$ cat src/smx_pkg.sv
package smx_pkg;

    localparam int DATA_W          = 32;
    localparam int OP_W            = 4;
    localparam int ST_W            = 4;
    localparam int STEP_W          = 5;
    localparam int STACK_DEPTH_DEF = 256;

    localparam logic [DATA_W-1:0] PRINT_CALL = DATA_W'(10);
    localparam logic [DATA_W-1:0] IP_STEP_1  = DATA_W'(1);
    localparam logic [DATA_W-1:0] IP_STEP_5  = DATA_W'(5);

    typedef enum logic [OP_W-1:0] {
        OP_PUSH    = 4'd0,
        OP_ADD     = 4'd1,
        OP_SUB     = 4'd2,
        OP_MUL     = 4'd3,
        OP_DIV     = 4'd4,
        OP_ENVCALL = 4'd5,
        OP_JMP     = 4'd6,
        OP_HALT    = 4'd7,
        OP_BAD     = 4'd8
    } t_opcode;

    typedef enum logic [ST_W-1:0] {
        ST_OK        = 4'd0,
        ST_HALT      = 4'd1,
        ST_DIV_ZERO  = 4'd2,
        ST_BAD_OP    = 4'd3,
        ST_UNDERFLOW = 4'd4,
        ST_OVERFLOW  = 4'd5,
        ST_BAD_ECALL = 4'd6,
        ST_END       = 4'd7,
        ST_STOPPED   = 4'd8
    } t_status;

    // Microcode addresses
    typedef enum logic [STEP_W-1:0] {
        U_IDLE, U_STOPPED, U_END, U_PUSH, U_PUSH1, U_OVF,
        U_BIN, U_BIN0, U_BIN1, U_BIN2, U_BIN3, U_ADDSUB, U_MUL, U_MUL1,
        U_DIV, U_DIVW, U_DIVWR, U_DIVZ,
        U_ECALL, U_EC1, U_EC2, U_EC3, U_BADCALL,
        U_JMP, U_HALT, U_BADOP, U_UNDER, U_STOP, U_FINISH
    } t_step;

    // Sequencing: C_NEXT falls through, C_JUMP always branches, C_DISPATCH and
    // C_EMIT hold in place until their handshake allows, the rest branch when true.
    typedef enum logic [3:0] {
        C_NEXT, C_JUMP, C_DISPATCH, C_EMIT,
        C_FULL, C_LT2, C_LT1, C_NOT_PRINT, C_IS_MUL, C_IS_DIV, C_B_ZERO, C_DIV_BUSY
    } t_cond;

    typedef enum logic [1:0] {RD_NONE, RD_TOP, RD_NEXT} t_rd;
    typedef enum logic [2:0] {L_NONE, L_B, L_A, L_PV, L_MUL} t_ld;
    typedef enum logic [2:0] {WR_NONE, WR_ARG, WR_ALU, WR_MUL, WR_DIV} t_wr;
    typedef enum logic [1:0] {CNT_HOLD, CNT_INC, CNT_DEC, CNT_DEC2} t_cnt;
    typedef enum logic [1:0] {IP_HOLD, IP_INC1, IP_INC5, IP_ARG} t_ipop;

    typedef struct packed {
        t_cond   cond;
        t_step   target;
        t_rd     rd;
        t_ld     ld;
        t_wr     wr;
        t_cnt    cnt;
        t_ipop   ip;
        t_status st;
        logic    stop;
        logic    div_start;
        logic    emit;
    } t_uword;

    function automatic t_step entry_step(input logic stopped, input logic at_end,
                                         input logic [OP_W-1:0] op);
        t_step s;
        if (stopped) begin
            s = U_STOPPED;
        end else if (at_end) begin
            s = U_END;
        end else begin
            unique case (op)
                OP_PUSH:                        s = U_PUSH;
                OP_ADD, OP_SUB, OP_MUL, OP_DIV: s = U_BIN;
                OP_ENVCALL:                     s = U_ECALL;
                OP_JMP:                         s = U_JMP;
                OP_HALT:                        s = U_HALT;
                default:                        s = U_BADOP;
            endcase
        end
        return s;
    endfunction

    // Control store: one word per step
    function automatic t_uword ucode(input t_step step);
        t_uword uw;
        uw           = t_uword'('0);
        uw.target    = U_FINISH;
        unique case (step)
            U_IDLE:    uw.cond = C_DISPATCH;
            U_STOPPED: begin uw.st = ST_STOPPED; uw.cond = C_JUMP; end
            U_END:     begin uw.st = ST_END; uw.stop = 1'b1; uw.cond = C_JUMP; end
            U_PUSH:    begin uw.ip = IP_INC5; uw.cond = C_FULL; uw.target = U_OVF; end
            U_PUSH1:   begin uw.wr = WR_ARG; uw.cnt = CNT_INC; uw.cond = C_JUMP; end
            U_OVF:     begin uw.st = ST_OVERFLOW; uw.cond = C_JUMP; uw.target = U_STOP; end
            U_BIN:     begin uw.ip = IP_INC1; uw.cond = C_LT2; uw.target = U_UNDER; end
            U_BIN0:    uw.rd = RD_TOP;
            U_BIN1:    begin uw.ld = L_B; uw.rd = RD_NEXT; end
            U_BIN2:    begin
                uw.ld     = L_A;
                uw.cnt    = CNT_DEC2;
                uw.cond   = C_IS_DIV;
                uw.target = U_DIV;
            end
            U_BIN3:    begin uw.cond = C_IS_MUL; uw.target = U_MUL; end
            U_ADDSUB:  begin uw.wr = WR_ALU; uw.cnt = CNT_INC; uw.cond = C_JUMP; end
            U_MUL:     uw.ld = L_MUL;
            U_MUL1:    begin uw.wr = WR_MUL; uw.cnt = CNT_INC; uw.cond = C_JUMP; end
            U_DIV:     begin
                uw.div_start = 1'b1;
                uw.cond      = C_B_ZERO;
                uw.target    = U_DIVZ;
            end
            U_DIVW:    begin uw.cond = C_DIV_BUSY; uw.target = U_DIVW; end
            U_DIVWR:   begin uw.wr = WR_DIV; uw.cnt = CNT_INC; uw.cond = C_JUMP; end
            U_DIVZ:    begin uw.st = ST_DIV_ZERO; uw.cond = C_JUMP; uw.target = U_STOP; end
            U_ECALL:   begin
                uw.ip     = IP_INC5;
                uw.cond   = C_NOT_PRINT;
                uw.target = U_BADCALL;
            end
            U_EC1:     begin uw.cond = C_LT1; uw.target = U_UNDER; end
            U_EC2:     begin uw.rd = RD_TOP; uw.cnt = CNT_DEC; end
            U_EC3:     begin uw.ld = L_PV; uw.cond = C_JUMP; end
            U_BADCALL: begin uw.st = ST_BAD_ECALL; uw.cond = C_JUMP; end
            U_JMP:     begin uw.ip = IP_ARG; uw.cond = C_JUMP; end
            U_HALT:    begin
                uw.ip     = IP_INC1;
                uw.st     = ST_HALT;
                uw.cond   = C_JUMP;
                uw.target = U_STOP;
            end
            U_BADOP:   begin
                uw.ip     = IP_INC1;
                uw.st     = ST_BAD_OP;
                uw.cond   = C_JUMP;
                uw.target = U_STOP;
            end
            U_UNDER:   begin uw.st = ST_UNDERFLOW; uw.cond = C_JUMP; uw.target = U_STOP; end
            U_STOP:    begin uw.stop = 1'b1; uw.cond = C_JUMP; end
            U_FINISH:  begin uw.emit = 1'b1; uw.cond = C_EMIT; uw.target = U_IDLE; end
            default:   begin uw.cond = C_JUMP; uw.target = U_IDLE; end
        endcase
        return uw;
    endfunction

endpackage

$ cat src/smx_divider.sv
module smx_divider (
    input  logic                               i_clk,
    input  logic                               i_rst_n,
    input  logic                               i_start,
    input  logic signed [smx_pkg::DATA_W-1:0]  i_dividend,
    input  logic signed [smx_pkg::DATA_W-1:0]  i_divisor,
    output logic                               o_busy,
    output logic signed [smx_pkg::DATA_W-1:0]  o_quotient
);
    import smx_pkg::*;

    localparam int SW = $clog2(DATA_W);

    typedef enum logic [1:0] {DV_IDLE, DV_RUN, DV_FIX} t_dv_state;

    t_dv_state         r_state;
    logic [SW-1:0]     r_step;
    logic [DATA_W-1:0] r_rem;
    logic [DATA_W-1:0] r_quo;
    logic [DATA_W-1:0] r_div;
    logic              r_neg;

    logic [DATA_W-1:0] mag_a;
    logic [DATA_W-1:0] mag_b;
    logic [DATA_W:0]   shifted;
    logic [DATA_W:0]   diff;

    always_comb begin
        mag_a   = i_dividend[DATA_W-1] ? (DATA_W'(0) - DATA_W'(i_dividend)) : DATA_W'(i_dividend);
        mag_b   = i_divisor[DATA_W-1] ? (DATA_W'(0) - DATA_W'(i_divisor)) : DATA_W'(i_divisor);
        shifted = {r_rem, r_quo[DATA_W-1]};
        diff    = shifted - {1'b0, r_div};
    end

    // Restoring divide, one quotient bit per cycle, sign applied at the end
    always_ff @(posedge i_clk) begin
        if (!i_rst_n) begin
            r_state <= DV_IDLE;
        end else if (i_start) begin
            r_state <= DV_RUN;
            r_step  <= SW'(DATA_W - 1);
            r_rem   <= '0;
            r_quo   <= mag_a;
            r_div   <= mag_b;
            r_neg   <= i_dividend[DATA_W-1] ^ i_divisor[DATA_W-1];
        end else begin
            unique case (r_state)
                DV_RUN: begin
                    if (!diff[DATA_W]) begin
                        r_rem <= diff[DATA_W-1:0];
                        r_quo <= {r_quo[DATA_W-2:0], 1'b1};
                    end else begin
                        r_rem <= shifted[DATA_W-1:0];
                        r_quo <= {r_quo[DATA_W-2:0], 1'b0};
                    end
                    if (r_step == '0) begin
                        r_state <= DV_FIX;
                    end else begin
                        r_step <= r_step - SW'(1);
                    end
                end
                DV_FIX: begin
                    if (r_neg) begin
                        r_quo <= DATA_W'(0) - r_quo;
                    end
                    r_state <= DV_IDLE;
                end
                default: r_state <= DV_IDLE;
            endcase
        end
    end

    assign o_busy     = (r_state != DV_IDLE);
    assign o_quotient = r_quo;

endmodule

$ cat config.mk
export PLATFORM = sky130hd
export DESIGN_NAME = smx_divider
export DESIGN_NICKNAME = d
export VERILOG_FILES = /design/src/smx_pkg.sv /design/src/smx_divider.sv
export SDC_FILE = /design/constraint.sdc
export NUM_CORES = 1
export LEC_CHECK = 0
export BUFFER_PORTS_ARGS = -buffer_cell sky130_fd_sc_hd__clkbuf_2
export CAP_MARGIN = 20
export CORE_MARGIN = 2
export CORE_UTILIZATION = 60
export DETAILED_ROUTE_END_ITERATION = 10
export PLACE_DENSITY = 0.89
export SLEW_MARGIN = 20
export SYNTH_ARGS = -nofsm -noshare
export SYNTH_HDL_FRONTEND = slang
export SYNTH_SLANG_ARGS = --single-unit
$ cat constraint.sdc
create_clock -name i_clk -period 7 [get_ports i_clk]
set_input_delay 0.7 -clock i_clk [delete_from_list [all_inputs] [get_ports i_clk]]
set_output_delay 0.7 -clock i_clk [all_outputs]
set_load 0.1 [all_outputs]
==> metrics.md, run 1 <==
| Metric | Value |
|---|---|
| Arr. time, crit path | 4.06 ns |
| Clock Latency Late Sink | 0.37 ns |
| Worst path top cell family by delay | simple AND/OR/NAND/NOR gates |
| Worst Path Buf+Inv | 2 |
| Antenna violations before repair | 0 |
| Drt first pass iters | 5 |
| GRT overflow | 0 |
| Initial Utilization | 61.79% |
| Cts-stage hold buffer count | 0 |
| Max Buffers Root-to-Sink | 2 |
| CTS tree | done |
| Max cap viols | 0 |
| H-tree Lvls | 3 |
| Non-filler cells, final | 1100 |
| Post-route cell area | 0.008816 mm^2 |
| Post CTS Setup Buffer Count | 0 |
| #FFs+latches synth | 104 |
| Inst Count DP | 1084 |
| Synth top area share | 38.96% |
| Post-DP Area | 0.008491 mm^2 |
| Slew headroom | 41.38% |
| Largest stage delay, worst path | 0.51 ns |
| Die Area | 0.01403 mm^2 |
| Filler cell count | 1022 |
| DRC violations left | 0 |
| Clk_skew | 0.01229 ns |
| Ys flop type | edfxtp_1 |
| Worst path cell trace | inv_1 -> ha_1 -> fa_1 -> nand2b_1 -> a21o_1 -> a21o_1 -> nor4bb_1 -> nor2_1 -> a31oi_1 -> xnor2_2 -> buf_4 -> mux2_2 -> nor2_1 |
| Setup TNS | 0 ns |
| Antenna Diode Count | 0 |
| Slew @ Worst Pin | 0.8793 ns |
| Share of cells above drive strength 1 | 15.19% |
| First-pass GRT wire length | 31990 um |
| Core Util, Final | 69.30% |
| Synthesized area | 0.007861 mm^2 |
| Final Max Tran Viols | 0 |
| Maximum clock frequency | 260.9 MHz |
| Class of the worst hold path | in2reg |
| Hold Fails Final Rpt | 0 |
| Area of the core | 0.01272 mm^2 |
| Syn nets | 945 |
| Hold WS | 0.5472 ns |
| WP data required | 7.22 ns |
| Num ports | 100 |
| I/O Buffers | 99 |
| Slowest CP cell | buf_4 |
| Most area-hungry cell type in the Yosys netlist | edfxtp_1 |
| Seq/Total Area, Yosys | 39.47% |
| Final ANT Viol Nets | 0 |
| Vias | 6858 |
| Die height | 118.5 um |
| Vias per cell | 6.235 |
| GP Congestion | 0.9176 |
| Post_cts resized | 0 |
| Cell count along the critical path | 13 |
| Gr usage total | 28.13% |
| Die Wd | 118.5 um |
| Period utilization | 54.75% |
| Post-Synthesis Cells | 841 |
| Synth area leaders | edfxtp_1 39%, xnor2_1 6.8%, ha_1 5.7% |
| Ys async rst share | 0% |
| Syn_area_per_cell | 9.348 um^2 |
| Root Driver | clkbuf_16 |
| P&R area growth vs syn | 12.14% |
| Placement Rows | 41 |
| Clock transition at path regs | 0.08 ns |
| 1st-iter DRT viols | 589 |
| Routed wire length | 19200 um |
| Worst setup EP type | register |
| Cells on worst reg2reg path | 13 |
| Num CTS Buffers | 9 |
| DP Wirelength | 13720 um |
| Wirelength per Cell | 17.45 um |
| Pleak | 3.487 nW |
| Endpoints failing setup | 0 |
| Maximum vdd drop | 0.0001313 V |
| Layout net count | 1027 |
| PD cells | 236.5 mW/mm^2 |
| Startpoint type of the worst setup path | register |
| Clock Sinks | 104 |
| Final worst path period need | 3.832 ns |
| Post-synth EDFFs | 102 |
| Synth cell types | 63 |
| Crit Path Max Fanout | 30 |
| Unrepaired setup endpoints after global routing | no |
| Largest net degree at the start of global routing | 85 |
| Outcome | finished clean |
| Vias in the first global route | 6603 |
| Critical path type | reg2reg |
| Ys Warns | 0 |
| Hold Path Stages | 1 |
[worst reg2reg max path, stage by stage, from the launching register on]
cell and delay (ns):
edfxtp_1 0.38, inv_1 0.08, ha_1 0.23, fa_1 0.40, nand2b_1 0.19, a21o_1 0.18, a21o_1 0.20, nor4bb_1 0.17
nor2_1 0.24, a31oi_1 0.19, xnor2_2 0.45, buf_4 0.51, mux2_2 0.40, nor2_1 0.08
[area by class of cell]
cell class	instances	area [um^2]	area share, %
clock inverters	5	80.08	0.9083
multi-input cells	657	4466	50.65
inverters	47	176.4	2.001
repair buffers	104	533.0	6.046
flip-flops and latches	104	3103	35.20
well taps	172	215.2	2.441
clock buffers	11	242.7	2.753
[flip-flops by register name, indices dropped and copies added, names as in the netlist]
name        flops
r_neg           1
r_div          32
o_quotient     32
r_rem          32
r_step          5
r_state         2
[logic make-up after synthesis]
family | after synthesis | synth area share [%]
simple gates | 262 | 16.47
compound gates | 235 | 20.02
flops | 104 | 39.47
xor+xnor | 96 | 10.70
buf+inv | 80 | 3.883
fa+ha+maj | 37 | 5.984
mux | 27 | 3.470
[synthesized netlist by cell type, drive strengths merged (6+ instances only)]
cell,n
xnor2,61
edfxtp,102
o22ai,8
or4,17
ha,36
o21a,11
o211ai,12
buf,8
nor3,11
o31ai,14
inv,47
nand3,20
a211oi,10
xor2,35
nand2,76
o41ai,15
a31oi,7
nor2,72
nor2b,6
clkbuf,25
a21o,15
and3,8
o21ai,59
or3,13
a21oi,45
mux2i,25
o311ai,7
nor4,6
nand2b,12
[placed cells by master (no fill, tap or decap), drive strengths merged, types with 4 or more instances in the layout]
cell and instances:
o22ai 8, ha 36, a31o 4, nand2b 12
nand2 76, mux2i 25, nor3 11, clkbuf 110
o211ai 12, or4 17, or3 13, or2 4
nand4 4, o31a 4, and2 5, a21oi 45
nand3 20, xnor2 61, o311ai 7, nor4 6
edfxtp 102, o21a 11, xor2 35, and3 8
a211oi 10, nor2 72, inv 47, a21o 15
o31ai 14, o2111ai 5, o41ai 15, o21ai 59
buf 5, a31oi 7, nor2b 6
[power breakdown]
group | total [mW] | leakage (nW) | internal (mW) | switching, mW
logic | 0.711 | 2.35 | 0.263 | 0.448
clock network | 0.558 | 0.152 | 0.323 | 0.235
registers | 0.816 | 0.988 | 0.768 | 0.0472
total | 2.08 | 3.49 | 1.35 | 0.730
[worst paths after layout]
| check | startpoint | to | slack, ns |
|---|---|---|---|
| worst min-delay path | i_divisor[0] | r_div[0] | 0.55 |
| worst max register to register | o_quotient[31] | r_rem[0] | 3.17 |
| worst max-delay path | o_quotient[31] | r_rem[0] | 3.17 |
| worst min register to register | r_rem[17] | r_rem[18] | 0.61 |
[metrics by stage]
stage / total power [mW] / worst slack (ns)
final: 2.085 / 3.168
after global routing: 2.186 / 2.930
after CTS: 2.078 / 3.210
after detailed placement: 1.525 / 3.227
after global placement: 1.503 / 3.374
after floorplan: 1.369 / 3.141
[per-layer routing]
layer | wire length (um) | GRT usage, %
met2 | 9282 | 46.64
met1 | 8032 | 35.57
met4 | 503 | 10.79
met3 | 1381 | 6.902
met5 | 0 | 0
Note: power is estimated with default switching activity, not from simulation.
==> run 2: changes to the inputs <==
- CORE_UTILIZATION: 60 -> 54
- PLACE_DENSITY: 0.89 -> 0.85
- clock period: 7 -> 3.25 ns (I/O delays scaled with it)
==> run 2 against run 1 <==
Critical path type unchanged. Register-to-register slack worse by 3.0 ns. Utilization is 6.9 points lower. Sequential power is 110% higher. Worst setup slack worse by 3.0 ns.
==> metrics.md, run 2 (synthesis results as in run 1) <==
| Metric | Value |
|---|---|
| Antenna Diode Count | 0 |
| Die height | 124.7 um |
| Unrepaired setup endpoints after global routing | yes |
| Vias in the first global route | 6258 |
| First-pass GRT wire length | 29730 um |
| WP data required | 3.44 ns |
| Root Driver | clkbuf_16 |
| Clock transition at path regs | 0.08 ns |
| Post-route cell area | 0.008959 mm^2 |
| Max Buffers Root-to-Sink | 2 |
| Largest net degree at the start of global routing | 50 |
| Highest-count cells in the layout ignoring fill and taps | 102 x edfxtp_1, 99 x clkbuf_2, 76 x nand2_1, 71 x nor2_1, 60 x xnor2_1 |
| Slew headroom | 44.75% |
| Arr. time, crit path | 3.30 ns |
| FF+latch area | 0.003103 mm^2 |
| Clock Latency Late Sink | 0.36 ns |
| Num CTS Buffers | 9 |
| Slew @ Worst Pin | 0.8287 ns |
| GRT overflow | 0 |
| Pleak | 3.565 nW |
| Routed wire length | 18050 um |
| DRC violations left | 0 |
| Wirelength per Cell | 16.06 um |
| Max cap viols | 0 |
| Layout net count | 1039 |
| Period utilization | 95.66% |
| Core Util, Final | 62.35% |
| I/O Buffers | 99 |
| Share of cells above drive strength 1 | 17.45% |
| Drt first pass iters | 5 |
| Placement Rows | 44 |
| Vias | 6789 |
| GP Congestion | 0.9231 |
| Area of the core | 0.01437 mm^2 |
| Initial Utilization | 54.71% |
| Vias per cell | 6.040 |
| Most used cell, CP | a21o_1 |
| Filler cell count | 1190 |
| Die Wd | 124.7 um |
| Slowest CP cell | edfxtp_1 |
| Post-DP Area | 0.008648 mm^2 |
| PD cells | 494.2 mW/mm^2 |
| Worst setup EP type | register |
| Footprint of the multi-input gates | 0.004526 mm^2 |
| Antenna violations before repair | 0 |
| Maximum vdd drop | 0.0002794 V |
| P&R area growth vs syn | 13.96% |
| Post CTS Setup Buffer Count | 0 |
| 1st-iter DRT viols | 488 |
| Startpoint type of the worst setup path | register |
| Endpoints failing setup | 0 |
| Gr usage total | 23.25% |
| H-tree Lvls | 3 |
| Die Area | 0.01554 mm^2 |
| Crit Path Max Fanout | 29 |
| CTS tree | done |
| Critical path type | reg2reg |
| Clk_skew | 0.007762 ns |
| Hold Fails Final Rpt | 0 |
| Num ports | 100 |
| Largest stage delay, worst path | 0.40 ns |
| Final Max Tran Viols | 0 |
| Clock Sinks | 104 |
| Final worst path period need | 3.109 ns |
| DP Wirelength | 13560 um |
| Outcome | finished clean |
| Most common cell after layout, fill and taps aside | edfxtp_1 |
| Class of the worst hold path | in2reg |
| Maximum clock frequency | 321.6 MHz |
| Worst path cell trace | inv_2 -> ha_4 -> fa_2 -> nand2b_4 -> a21o_1 -> a21o_1 -> nor4bb_4 -> nor2_2 -> a31oi_1 -> xnor2_2 -> buf_12 -> nand2_1 -> o22ai_1 |
| Final ANT Viol Nets | 0 |
-- run 2: cell types whose count changed in the layout (fill, tap and decap cells not counted), sizes merged --
cell      previous run  this run
buf                  5        17
inv                 47        51
bufinv               2         0
clkbuf             110       108
clkinv               1         3
clkinvlp             2         0
-- run 2: worst max-delay path: cells and delay by family, from the launching register on --
| kind | cells | cell delay [ns] |
|---|---|---|
| flops | 1 | 0.40 |
| compound gates | 4 | 0.77 |
| simple gates | 4 | 0.65 |
| buf+inv | 2 | 0.33 |
| fa+ha+maj | 2 | 0.52 |
| xor+xnor | 1 | 0.27 |
-- run 2: final timing paths --
| kind | startpoint | to | slack (ns) | cells after the start |
|---|---|---|---|---|
| hold reg to reg | r_step[0] | r_step[0] | 0.60 | 1 |
| setup reg to reg | o_quotient[31] | r_rem[24] | 0.14 | 13 |
| setup / recovery | o_quotient[31] | r_rem[24] | 0.14 | 13 |
| hold / removal | i_divisor[0] | r_div[0] | 0.16 | 1 |
-- run 2: timing repair --
action	4_1_cts	5_1_grt
setup endpoints to repair	0	7
gates resized for setup	0	7
hold buffers	0	0
-- run 2: stage by stage --
stage / power, mW / TNS, ns / setup WS (ns) / hold slack [ns] / cells
global placement: 3.299 / 0 / 0.1374 / 0.5270 / 1108
global route: 4.643 / -0.001727 / -0.001727 / 0.1633 / 1124
floorplan: 2.981 / -7.354 / -0.2818 / 0.4239 / 841
CTS: 4.413 / 0 / 0.1610 / 0.1502 / 1124
detailed placement: 3.348 / 0 / 0.1212 / 0.5286 / 1108
finish: 4.428 / 0 / 0.1410 / 0.1607 / 1124
-- run 2: where the power goes --
part | switching, mW | total [mW] | internal (mW)
Clock | 0.543 | 1.08 | 0.538
Sequential | 0.0969 | 1.75 | 1.65
Combinational | 0.982 | 1.60 | 0.614
-- run 2: layer usage --
| metal | share of wire, % | global-route usage (%) | up-vias |
|---|---|---|---|
| li1 | - | - | 3338 |
| met1 | 44 | 30.45 | 3178 |
| met2 | 47 | 38.60 | 243 |
| met3 | 6.4 | 3.651 | 30 |
| met4 | 2.4 | 9.518 | 0 |
| met5 | 0 | 0 | - |
-- run 2: cell type report --
type,count,share of cell area [%]
Sequential cell,104,34.64
Timing Repair Buffer,116,7.095
Multi-Input combinational cell,657,50.52
Clock buffer,9,2.514
Tap cell,184,2.570
Inverter,47,1.969
Clock inverter,7,0.6983
